`config.mk`:
```
export PLATFORM = sky130hd
export DESIGN_NAME = number_to_ascii_formatter
export DESIGN_NICKNAME = d
export VERILOG_FILES = /design/src/rtl/core/n2a_pkg.sv /design/src/rtl/core/number_to_ascii_formatter.sv
export SDC_FILE = /design/constraint.sdc
export NUM_CORES = 1
export LEC_CHECK = 0
export CELL_PAD_IN_SITES_DETAIL_PLACEMENT = 0
export CELL_PAD_IN_SITES_GLOBAL_PLACEMENT = 1
export CORE_ASPECT_RATIO = 2
export CORE_MARGIN = 3
export CORE_UTILIZATION = 50
export CTS_CLUSTER_DIAMETER = 40
export CTS_CLUSTER_SIZE = 30
export DETAILED_ROUTE_END_ITERATION = 10
export DONT_BUFFER_PORTS = 1
export GPL_TIMING_DRIVEN = 1
export PLACE_DENSITY_LB_ADDON = 0.1
export SYNTH_ARGS = -nofsm -noshare
export SYNTH_HDL_FRONTEND = slang
export SYNTH_SLANG_ARGS = --single-unit
```
`constraint.sdc`:
```
create_clock -name clk -period 12.1 [get_ports clk]
set_clock_uncertainty 0.15 [all_clocks]
set_input_delay 0.605 -clock clk [delete_from_list [all_inputs] [get_ports clk]]
set_output_delay 0.605 -clock clk [all_outputs]
set_load 0.01 [all_outputs]
```
`src/rtl/core/n2a_pkg.sv`:
```
package n2a_pkg;

	// format codes
	typedef enum logic [1:0] {
		KIND_DEC  = 2'd0,
		KIND_HEX  = 2'd1,
		KIND_BIN  = 2'd2,
		KIND_BOOL = 2'd3
	} kind_t;

	// boolean text styles
	localparam logic [1:0] STYLE_TRUE_FALSE = 2'd0;
	localparam logic [1:0] STYLE_YES_NO     = 2'd1;
	localparam logic [1:0] STYLE_T_F        = 2'd2;

	localparam int MAX_CHARS = 10;
	localparam int NUM_DIGITS = 5;

	// decimal weights
	localparam logic [16:0] DEC_W4 = 17'd10000;
	localparam logic [16:0] DEC_W3 = 17'd1000;
	localparam logic [16:0] DEC_W2 = 17'd100;
	localparam logic [16:0] DEC_W1 = 17'd10;

	// ascii codes
	localparam logic [6:0] CH_0     = 7'h30;
	localparam logic [6:0] CH_1     = 7'h31;
	localparam logic [6:0] CH_A     = 7'h41;
	localparam logic [6:0] CH_MINUS = 7'h2D;
	localparam logic [6:0] CH_PLUS  = 7'h2B;
	localparam logic [6:0] CH_POINT = 7'h2E;
	localparam logic [6:0] CH_LC_X  = 7'h78;
	localparam logic [6:0] CH_LC_B  = 7'h62;
	localparam logic [6:0] CH_UC_T  = 7'h54;
	localparam logic [6:0] CH_UC_F  = 7'h46;
	localparam logic [6:0] CH_UC_Y  = 7'h59;
	localparam logic [6:0] CH_UC_N  = 7'h4E;
	localparam logic [6:0] CH_LC_R  = 7'h72;
	localparam logic [6:0] CH_LC_U  = 7'h75;
	localparam logic [6:0] CH_LC_E  = 7'h65;
	localparam logic [6:0] CH_LC_A  = 7'h61;
	localparam logic [6:0] CH_LC_L  = 7'h6C;
	localparam logic [6:0] CH_LC_S  = 7'h73;
	localparam logic [6:0] CH_LC_O  = 7'h6F;

	typedef struct packed {
		kind_t       kind;
		logic [15:0] value;
		logic        force_sign;
		logic        leading_zeros;
		logic [1:0]  decimal_places;
		logic        hex_prefix;
		logic        hex_byte;
		logic        binary_prefix;
		logic [1:0]  bool_style;
	} fmt_t;

	typedef struct packed {
		fmt_t                          f;
		logic                          neg;
		logic [15:0]                   rem;
		logic [NUM_DIGITS-1:0][3:0]    dig;
	} stage_t;

	typedef logic [MAX_CHARS-1:0][6:0] char_buf_t;

	// one restoring decimal step: {digit, remainder} of r against weight w
	function automatic logic [19:0] dec_step(input logic [15:0] r, input logic [16:0] w);
		logic [3:0]  d;
		logic [16:0] sub;
		d = '0;
		sub = '0;
		for (int k = 1; k <= 9; k++) begin
			if ({1'b0, r} >= 17'(17'(k) * w)) begin
				d = 4'(k);
				sub = 17'(17'(k) * w);
			end
		end
		return {d, 16'({1'b0, r} - sub)};
	endfunction

	function automatic logic [6:0] hex_char(input logic [3:0] nib);
		if (nib <= 4'd9)
			return 7'(CH_0 + {3'b000, nib});
		else
			return 7'(CH_A + {3'b000, nib} - 7'd10);
	endfunction

endpackage

```
`src/rtl/core/number_to_ascii_formatter.sv`:
```
// number to ascii text formatter
//
// input channel: a word (kind, value and the format fields) is taken at a
// rising edge where start is high and busy is low. busy only rises while
// the pipeline is full behind a long text still being sent.
// output channel: one character at a time on char_code, with strobe high
// for exactly one cycle; last marks the final character of a value's text.
// the receiver cannot hold characters off, so nothing is ever dropped here.
//
// pipeline: s1 sign and magnitude, s2 ten-thousands digit, s3 thousands,
// s4 hundreds, s5 tens and ones, s6 character assembly, then a shift
// register that sends one character per cycle into the output register.
// path: a word passes s1 to s6, the character shifter and the output
// register before its first character is on the ports.
// text length: 1 to 10 characters; the character shifter sets the rate,
// and back-to-back values leave no gap.
//
// reset: all valid bits and the shifter count clear, strobe is low, busy
// is low; payload registers are not reset.
module number_to_ascii_formatter
	import n2a_pkg::*;
(
	input  logic        clk,
	input  logic        arst_n,
	input  logic        start,
	output logic        busy,
	input  logic [1:0]  kind,
	input  logic [15:0] value,
	input  logic        unsigned_mode,
	input  logic        force_sign,
	input  logic        leading_zeros,
	input  logic [1:0]  decimal_places,
	input  logic        hex_prefix,
	input  logic        hex_byte,
	input  logic        binary_prefix,
	input  logic [1:0]  bool_style,
	output logic        strobe,
	output logic [6:0]  char_code,
	output logic        last
);

	// stage valid bits
	logic v_s1, v_s2, v_s3, v_s4, v_s5, v_s6;
	// stage payloads
	stage_t st_s1, st_s2, st_s3, st_s4, st_s5;
	char_buf_t chr_s6;
	logic [3:0] len_s6;

	// character shifter
	char_buf_t chr_q;
	logic [3:0] rem_q;

	// output register
	logic strobe_q;
	logic [6:0] char_code_q;
	logic last_q;

	// stall chain: a stage moves when its successor is free or moving
	logic ser_take;
	logic rdy_s1, rdy_s2, rdy_s3, rdy_s4, rdy_s5, rdy_s6;
	logic accept;

	assign ser_take = (rem_q <= 4'd1);
	assign rdy_s6 = !v_s6 || ser_take;
	assign rdy_s5 = !v_s5 || rdy_s6;
	assign rdy_s4 = !v_s4 || rdy_s5;
	assign rdy_s3 = !v_s3 || rdy_s4;
	assign rdy_s2 = !v_s2 || rdy_s3;
	assign rdy_s1 = !v_s1 || rdy_s2;

	assign busy = !rdy_s1;
	assign accept = start && rdy_s1;

	// stage 1: sign and magnitude
	stage_t nx_s1;
	always_comb begin
		nx_s1 = '0;
		nx_s1.f.kind = kind_t'(kind);
		nx_s1.f.value = value;
		nx_s1.f.force_sign = force_sign;
		nx_s1.f.leading_zeros = leading_zeros;
		nx_s1.f.decimal_places = decimal_places;
		nx_s1.f.hex_prefix = hex_prefix;
		nx_s1.f.hex_byte = hex_byte;
		nx_s1.f.binary_prefix = binary_prefix;
		nx_s1.f.bool_style = bool_style;
		nx_s1.neg = !unsigned_mode && value[15];
		// -32768 negates to 0x8000, which is the right magnitude
		nx_s1.rem = nx_s1.neg ? 16'(~value + 16'd1) : value;
	end

	// stages 2 to 5: one decimal weight each, tens and ones share the last
	stage_t nx_s2, nx_s3, nx_s4, nx_s5;
	logic [19:0] step2, step3, step4, step5;
	always_comb begin
		step2 = dec_step(st_s1.rem, DEC_W4);
		nx_s2 = st_s1;
		nx_s2.dig[4] = step2[19:16];
		nx_s2.rem = step2[15:0];

		step3 = dec_step(st_s2.rem, DEC_W3);
		nx_s3 = st_s2;
		nx_s3.dig[3] = step3[19:16];
		nx_s3.rem = step3[15:0];

		step4 = dec_step(st_s3.rem, DEC_W2);
		nx_s4 = st_s3;
		nx_s4.dig[2] = step4[19:16];
		nx_s4.rem = step4[15:0];

		step5 = dec_step(st_s4.rem, DEC_W1);
		nx_s5 = st_s4;
		nx_s5.dig[1] = step5[19:16];
		nx_s5.dig[0] = step5[3:0];
		nx_s5.rem = '0;
	end

	// stage 6: character assembly
	char_buf_t c;
	logic [3:0] n;
	logic started;
	logic truth;
	logic [3:0] d;
	always_comb begin
		c = '0;
		n = '0;
		started = st_s5.f.leading_zeros;
		truth = |st_s5.f.value[7:0];
		d = '0;
		case (st_s5.f.kind)
			KIND_DEC: begin
				if (st_s5.neg) begin
					c[n] = CH_MINUS;
					n = n + 4'd1;
				end else if (st_s5.f.force_sign) begin
					c[n] = CH_PLUS;
					n = n + 4'd1;
				end
				for (int i = NUM_DIGITS - 1; i >= 0; i--) begin
					d = st_s5.dig[i];
					// the digit at the point and the ones digit always print
					if (i == int'(st_s5.f.decimal_places) || i == 0 || d != 4'd0)
						started = 1'b1;
					if (started) begin
						c[n] = 7'(CH_0 + {3'b000, d});
						n = n + 4'd1;
					end
					if (i == int'(st_s5.f.decimal_places) && i != 0) begin
						c[n] = CH_POINT;
						n = n + 4'd1;
					end
				end
			end
			KIND_HEX: begin
				if (st_s5.f.hex_prefix) begin
					c[n] = CH_0;
					c[n + 4'd1] = CH_LC_X;
					n = n + 4'd2;
				end
				if (!st_s5.f.hex_byte) begin
					c[n] = hex_char(st_s5.f.value[15:12]);
					c[n + 4'd1] = hex_char(st_s5.f.value[11:8]);
					n = n + 4'd2;
				end
				c[n] = hex_char(st_s5.f.value[7:4]);
				c[n + 4'd1] = hex_char(st_s5.f.value[3:0]);
				n = n + 4'd2;
			end
			KIND_BIN: begin
				if (st_s5.f.binary_prefix) begin
					c[n] = CH_0;
					c[n + 4'd1] = CH_LC_B;
					n = n + 4'd2;
				end
				for (int b = 7; b >= 0; b--) begin
					c[n] = st_s5.f.value[b] ? CH_1 : CH_0;
					n = n + 4'd1;
				end
			end
			KIND_BOOL: begin
				case (st_s5.f.bool_style)
					STYLE_YES_NO: begin
						if (truth) begin
							c[0] = CH_UC_Y; c[1] = CH_LC_E; c[2] = CH_LC_S;
							n = 4'd3;
						end else begin
							c[0] = CH_UC_N; c[1] = CH_LC_O;
							n = 4'd2;
						end
					end
					STYLE_T_F: begin
						c[0] = truth ? CH_UC_T : CH_UC_F;
						n = 4'd1;
					end
					// true/false, also for the undefined fourth style
					default: begin
						if (truth) begin
							c[0] = CH_UC_T; c[1] = CH_LC_R; c[2] = CH_LC_U; c[3] = CH_LC_E;
							n = 4'd4;
						end else begin
							c[0] = CH_UC_F; c[1] = CH_LC_A; c[2] = CH_LC_L;
							c[3] = CH_LC_S; c[4] = CH_LC_E;
							n = 4'd5;
						end
					end
				endcase
			end
			default: begin
				n = '0;
			end
		endcase
	end

	// control registers
	always_ff @(posedge clk or negedge arst_n) begin
		if (!arst_n) begin
			v_s1 <= 1'b0;
			v_s2 <= 1'b0;
			v_s3 <= 1'b0;
			v_s4 <= 1'b0;
			v_s5 <= 1'b0;
			v_s6 <= 1'b0;
			rem_q <= '0;
			strobe_q <= 1'b0;
		end else begin
			if (rdy_s1) v_s1 <= accept;
			if (rdy_s2) v_s2 <= v_s1;
			if (rdy_s3) v_s3 <= v_s2;
			if (rdy_s4) v_s4 <= v_s3;
			if (rdy_s5) v_s5 <= v_s4;
			if (rdy_s6) v_s6 <= v_s5;
			// a new text loads as the previous one sends its last character
			if (ser_take && v_s6)
				rem_q <= len_s6;
			else if (rem_q != 4'd0)
				rem_q <= rem_q - 4'd1;
			strobe_q <= (rem_q != 4'd0);
		end
	end

	// payload registers
	always_ff @(posedge clk) begin
		if (rdy_s1) st_s1 <= nx_s1;
		if (rdy_s2) st_s2 <= nx_s2;
		if (rdy_s3) st_s3 <= nx_s3;
		if (rdy_s4) st_s4 <= nx_s4;
		if (rdy_s5) st_s5 <= nx_s5;
		if (rdy_s6) begin
			chr_s6 <= c;
			len_s6 <= n;
		end
		if (ser_take && v_s6)
			chr_q <= chr_s6;
		else
			chr_q <= {7'd0, chr_q[MAX_CHARS-1:1]};
		char_code_q <= chr_q[0];
		last_q <= (rem_q == 4'd1);
	end

	assign strobe = strobe_q;
	assign char_code = char_code_q;
	assign last = last_q;

	// a character that is not the last is followed by the next one at once
	a_no_gap: assert property (@(posedge clk) disable iff (!arst_n)
		strobe && !last |=> strobe)
		else $error("text interrupted before last character");

	// an accepted word always lands in stage 1
	a_accept_s1: assert property (@(posedge clk) disable iff (!arst_n)
		start && !busy |=> v_s1)
		else $error("accepted word lost at stage 1");

	// the shifter never holds more than a full text
	a_rem_range: assert property (@(posedge clk) disable iff (!arst_n)
		rem_q <= 4'd10)
		else $error("character count out of range");

	// last only marks a real character
	a_last_strobe: assert property (@(posedge clk) disable iff (!arst_n)
		!strobe |-> !last)
		else $error("last without strobe");

endmodule
```
==> results_dict.tcl, run 1 <==
set metrics [dict create \
    cts_buffers 31 \
    yosysTopAreaCell "edfxtp_1" \
    core_area_um2 39700 \
    critPathBufInv 3 \
    routed_wl_um 57700 \
    min_period_ns 8.65 \
    setup_tns_ns 0 \
    final_area_um2 22100 \
    clock_latency_ns 0.61 \
    cts-htree-levels 1 \
    synth_cells 1948 \
    ant_nets 0 \
    outcome "completed" \
    grt_pass1_vias 14900 \
    rsz0062_at_grt "false" \
    worstPathMaxFanout 17 \
    hold_violations 0 \
    worstSetupPathType "reg -> reg" \
    synthFlopType "edfxtp_1" \
    syn_area_um2 20100 \
    dr_total_vias 14900 \
    drive_gt1_frac 0.0539 \
    synth_warnings 0 \
    routabilityCongestion 1.01 \
    tightest_slew_ns 1.22 \
    critPathTopFamily "simple AND/OR/NAND/NOR gates" \
    start_util 0.507 \
    die_width_um 148 \
    area_growth_pct 9.60 \
    synthArstFlopShare 0.0276 \
    crit_chain "or4_1 > nor3_1 > inv_1 > fa_1 > and3b_1 > nor2_1 > inv_1 > ha_1 > a21oi_1 > inv_1 > ha_1 > o21a_1 > ha_1 > o21ai_2 > a211oi_1 > nor4b_4 > xor2_1 > o211ai_1 > and3_1 > o31a_1" \
    drt_iter0_drc 947 \
    io_pins 41 \
    hold_class "in -> reg" \
    cts_sinks 398 \
    setup_viol 0 \
    fin_nets 2048 \
    post-route-period-util 0.715 \
    portBuffers 0 \
    dieArea_um2 42900 \
    synth_cell_types 87 \
    dp_hpwl_um 44800 \
    syn_nets 2053 \
    cts_resized 0 \
    critPathSlowestCell "fa_1" \
    grt_pass1_wl_um 87100 \
    drc 0 \
    ir_drop_uv 233 \
    synth_area_leaders "edfxtp_1 46%, dfxtp_1 7.6%, nand2_1 6.0%, ha_1 4.3%, o21ai_0 3.4%" \
    drtPass1Iterations 6 \
    routedWlPerCell_um 23.2 \
    root_buffer "clkbuf_16" \
    arrival_ns 8.88 \
    ys_seq_elements 398 \
    final_max_slew_viol_count 0 \
    track_usage 0.264 \
    synth_top_area_frac 0.464 \
    syn_avg_cell_area_um2 10.3 \
    overflow 0 \
    antenna_found_initial 0 \
    viasPerCell 6.00 \
    critPathRequiredTime_ns 12.32 \
    slew_headroom 0.179 \
    fmax_mhz 116 \
    rows 103 \
    ys_top_cells_by_count "324 x nand2_1, 311 x edfxtp_1, 155 x nor2_1" \
    maxCapViolations 0 \
    clk_pin_slew_ns 0.10 \
    p_per_area_nw_per_um2 328 \
    worst_path_largest_cell_delay_ns 0.95 \
    die_h_um 290 \
    startpoint_type "flop" \
    grt_start_max_net_pins 74 \
    cts_tree "done" \
    end_kind "flop" \
    ys_seq_area_frac 0.553 \
    clockBufferDepth 3 \
    cellLeakagePower_nw 8.22 \
    yosysMostFrequentCell "nand2_1" \
    placed_area_um2 20600 \
    synth_edf_count 311 \
]
## state kept, by name (all words and copies together) (netlist names), 28 cells and up
register	flops
nx_s3	31
nx_s5	39
nx_s4	35
chr_q	68
chr_s6	68
st_s5	46
nx_s2	28
## worst paths after layout
| kind | start | to | slack, ns | depth (start not counted) |
|---|---|---|---|---|
| worst max-delay path | st_s5[16]$_DFFE_PP_ | chr_s6[7]$_DFFE_PP_ | 3.45 | 20 |
| worst min-delay path | value[5] | st_s1[25]$_DFFE_PN_ | 0.04 | 1 |
| worst min register to register | chr_q[3]$_DFF_P_ | char_code[3]$_DFF_P_ | 0.18 | 0 |
| max in group asynchronous | arst_n | rem_q[0]$_DFFE_PN0P_ | 11.09 | 1 |
| worst max register to register | st_s5[16]$_DFFE_PP_ | chr_s6[7]$_DFFE_PP_ | 3.45 | 20 |
| min in group asynchronous | arst_n | v_s4$_DFFE_PN0P_ | 0.29 | 1 |
## timing repair
item	CTS	global route
hold buffers	29	0
hold endpoints to repair	39	0
endpoints found under the setup margin	0	0
buffers inserted	0	0
## layout by cell type (no fill, tap or decap), types with 10 or more instances in the layout
cell type / instances
nand2_1: 322
edfxtp_1: 311
nor2_1: 155
o21ai_0: 136
inv_1: 90
a21oi_1: 84
dfxtp_1: 76
ha_1: 69
nor3_1: 44
nand3_1: 41
xnor2_1: 34
clkbuf_16: 31
dlygate4sd3_1: 29
a31oi_1: 24
nand4_1: 21
o21a_1: 21
a211oi_1: 21
and2_1: 21
mux2i_1: 21
nand2b_1: 20
nor2b_1: 20
nor4_1: 19
and3_1: 18
a221oi_1: 17
buf_4: 16
o211ai_1: 15
xor2_1: 15
a21o_1: 14
a21boi_0: 13
or3_1: 13
o221ai_1: 11
dfrtp_1: 11
o31ai_1: 10
## cells by family after synthesis
kind of cell	share of synthesized area
AO/OA/AOI/OAI	0.159
XOR/XNOR	0.0221
adder cells (fa/ha/maj)	0.0488
buffers and inverters	0.0337
flip-flops	0.553
multiplexers	0.0121
AND/OR/NAND/NOR	0.171
## cell type report
cell class | instances | area, um^2
Fill cell | 3545 | 17600
Sequential cell | 398 | 11100
Multi-Input combinational cell | 1372 | 8360
Clock buffer | 33 | 783
Tap cell | 525 | 657
Timing Repair Buffer | 45 | 410
Clock inverter | 23 | 369
Inverter | 95 | 359
Antenna cell | 1 | 2.50
## power breakdown
group	total [mW]	leakage (nW)	internal, mW	switching [mW]
clock network	1.10	0.543	0.527	0.572
registers	2.72	3.61	2.34	0.381
logic	3.43	4.07	1.11	2.32
total	7.25	8.22	3.98	3.27
## through the flow
| step | setup slack, ns | total power, mW | hold WS [ns] | cells | utilization |
|---|---|---|---|---|---|
| 2_1_floorplan | 5.05 | 5.02 | 0.159 | 1948 | - |
| 3_3_place_gp | 3.94 | 6.09 | 0.160 | 2406 | 0.520 |
| 3_5_place_dp | 3.63 | 6.13 | 0.160 | 2406 | 0.520 |
| 4_1_cts | 3.60 | 7.25 | 0.0134 | 2491 | 0.556 |
| 5_1_grt | 2.97 | 7.71 | 0.0250 | 2491 | 0.556 |
| 6_report | 3.45 | 7.25 | 0.0407 | 2492 | 0.556 |
## worst register-to-register path, cell delays in order (launching register included)
cell and delay, ns:
edfxtp_1 0.43, or4_1 0.84, nor3_1 0.52, inv_1 0.15, fa_1 0.95, and3b_1 0.38, nor2_1 0.34, inv_1 0.12
ha_1 0.38, a21oi_1 0.29, inv_1 0.12, ha_1 0.33, o21a_1 0.23, ha_1 0.21, o21ai_2 0.13, a211oi_1 0.13
nor4b_4 0.86, xor2_1 0.82, o211ai_1 0.52, and3_1 0.30, o31a_1 0.24
## routing by layer
layer / global-route usage / vias up / wire length (um)
met5: 0 / - / 0
met4: 0.211 / 0 / 5840
met3: 0.0266 / 222 / 2310
met2: 0.499 / 518 / 30900
met1: 0.253 / 7069 / 18700
li1: - / 7135 / -
Note: power is estimated with default switching activity, not from simulation.
==> run 2: changes to the inputs <==
==> constraint.sdc (replaced) <==
create_clock -name clk -period 8.58 [get_ports clk]
set_clock_uncertainty 0.15 [all_clocks]
set_input_delay 0.429 -clock clk [delete_from_list [all_inputs] [get_ports clk]]
set_output_delay 0.429 -clock clk [all_outputs]
set_load 0.01 [all_outputs]
==> results_dict.tcl, run 2 (synthesized netlist as in run 1, its figures left out) <==
set metrics [dict create \
    outcome "completed" \
    p_switching_mw 4.60 \
    crit_chain "or4_1 > nor3_1 > inv_1 > fa_1 > buf_4 > a21boi_0 > nor2_1 > inv_1 > ha_1 > a21oi_1 > inv_1 > ha_1 > o21a_1 > ha_1 > o21ai_2 > a211oi_1 > nor4b_4 > o211ai_2 > a211oi_2 > mux2i_1 > o22ai_1" \
    min_period_ns 7.79 \
    arrival_ns 7.90 \
    cts_buffers 34 \
    routed_wl_um 58100 \
    ant_nets 0 \
    worstPathMaxFanout 17 \
    fmax_mhz 128 \
    final_common_cell "nand2_1" \
    worst_path_largest_cell_delay_ns 0.89 \
    die_width_um 148 \
    switching_share 0.443 \
    post-place-ws_ns 1.01 \
    dr_total_vias 14900 \
    overflow 0 \
    placed_area_um2 20700 \
    clockBufferDepth 3 \
    power_frac_seq 0.371 \
    slew_headroom 0.248 \
    power_frac_clock 0.162 \
    fin_ws_ns 0.788 \
    dp_hpwl_um 44900 \
    clk_pin_slew_ns 0.10 \
    hold_depth 2 \
    finish.cell_count_without_fillers 2510 \
    grt_start_max_net_pins 74 \
    grt_pass1_vias 15200 \
    final_area_um2 22300 \
    final_max_slew_viol_count 0 \
    end_kind "flop" \
    drc 0 \
    internal_power_mw 5.79 \
    dieArea_um2 42900 \
    p_comb_frac 0.467 \
    post-route-period-util 0.908 \
    area_growth_pct 10.7 \
    drtPass1Iterations 5 \
    startpoint_type "flop" \
    die_h_um 290 \
    drive_gt1_frac 0.0630 \
    top_regs "chr_q: 68 flops, chr_s6: 68 flops, st_s5: 46 flops" \
    start_util 0.507 \
    final_cell_mix "322 x nand2_1, 311 x edfxtp_1, 155 x nor2_1, 136 x o21ai_0, 90 x inv_1" \
    track_usage 0.269 \
    place_inst 2418 \
    hold_class "in -> reg" \
    critPathRequiredTime_ns 8.69 \
    p_per_area_nw_per_um2 466 \
    drt_iter0_drc 1041 \
    rows 103 \
    fillers 3535 \
    ir_drop_uv 328 \
    setup_viol 0 \
    cellLeakagePower_nw 8.36 \
    root_buffer "clkbuf_16" \
    num_antenna_cells 0 \
    portBuffers 0 \
    whs_ns 0.0427 \
    critPathSlowestCell "nor4b_4" \
    rsz0062_at_grt "false" \
    fin_nets 2064 \
    io_pins 41 \
    routedWlPerCell_um 23.1 \
    cts-htree-levels 2 \
    viasPerCell 5.93 \
    grt_pass1_wl_um 88300 \
    hold_violations 0 \
    final_util 0.561 \
    worstSetupPathType "reg -> reg" \
    r2r_cells 21 \
    maxCapViolations 0 \
    antenna_found_initial 0 \
    cts_sinks 398 \
    clock_latency_ns 0.56 \
    setup_tns_ns 0 \
    total_power_mw 10.4 \
    cts_tree "done" \
    tightest_slew_ns 1.12 \
    core_area_um2 39700 \
    routabilityCongestion 0.989 \
]
run 2: per-layer routing:
layer | vias to the layer above | track usage | routed length (um)
met5 | - | 0 | 0
met4 | 0 | 0.203 | 5340
met2 | 477 | 0.508 | 31600
met3 | 194 | 0.0286 | 1970
li1 | 7182 | - | -
met1 | 7035 | 0.261 | 19200
run 2: path summary, 6_finish.rpt:
check                      slack [ns]                  endpoint                 from
min reg2reg                      0.18      char_code[6]$_DFF_P_     chr_q[6]$_DFF_P_
max in group asynchronous        7.69      rem_q[2]$_DFFE_PN0P_               arst_n
min                              0.04       st_s1[31]$_DFFE_PN_            value[10]
min in group asynchronous        0.16          v_s4$_DFFE_PN0P_               arst_n
max reg2reg                      0.79  chr_s6[43]$_SDFFCE_PN0P_  st_s5[14]$_DFFE_PP_
max                              0.79  chr_s6[43]$_SDFFCE_PN0P_  st_s5[14]$_DFFE_PP_
run 2: layout make-up:
cell class | instances | area (um^2) | area share
tap | 525 | 657 | 0.0295
multi-input combinational | 1372 | 8350 | 0.375
clock inverter | 26 | 393 | 0.0176
clock buffer | 36 | 880 | 0.0395
sequential | 398 | 11100 | 0.500
inverter | 95 | 359 | 0.0161
timing repair buffer | 58 | 510 | 0.0229
run 2: critical path: cells and delay by family (launching register included):
kind                       cells  cell delay, ns
DFF                            1            0.49
adders and majority gates      4            1.31
AOI/OAI and AO/OA              8            2.37
buffers and inverters          4            0.61
muxes                          1            0.27
and+or+nand+nor                4            2.28
run 2: power groups by stage:
stage,Clock (mW),Combinational (mW),Sequential [mW]
finish,1.69,4.85,3.85
detailed placement,0,4.79,3.89
floorplan,0,3.46,3.62
global placement,0,4.74,3.87
CTS,1.73,4.83,3.85
global route,1.80,5.35,3.93
run 2: repair_timing:
action / CTS / global route
setup endpoints to repair: 0 / 0
endpoints found under the hold margin: 53 / 0
hold buffers: 30 / 0
gates resized for setup: 0 / 0
buffers inserted: 0 / 0
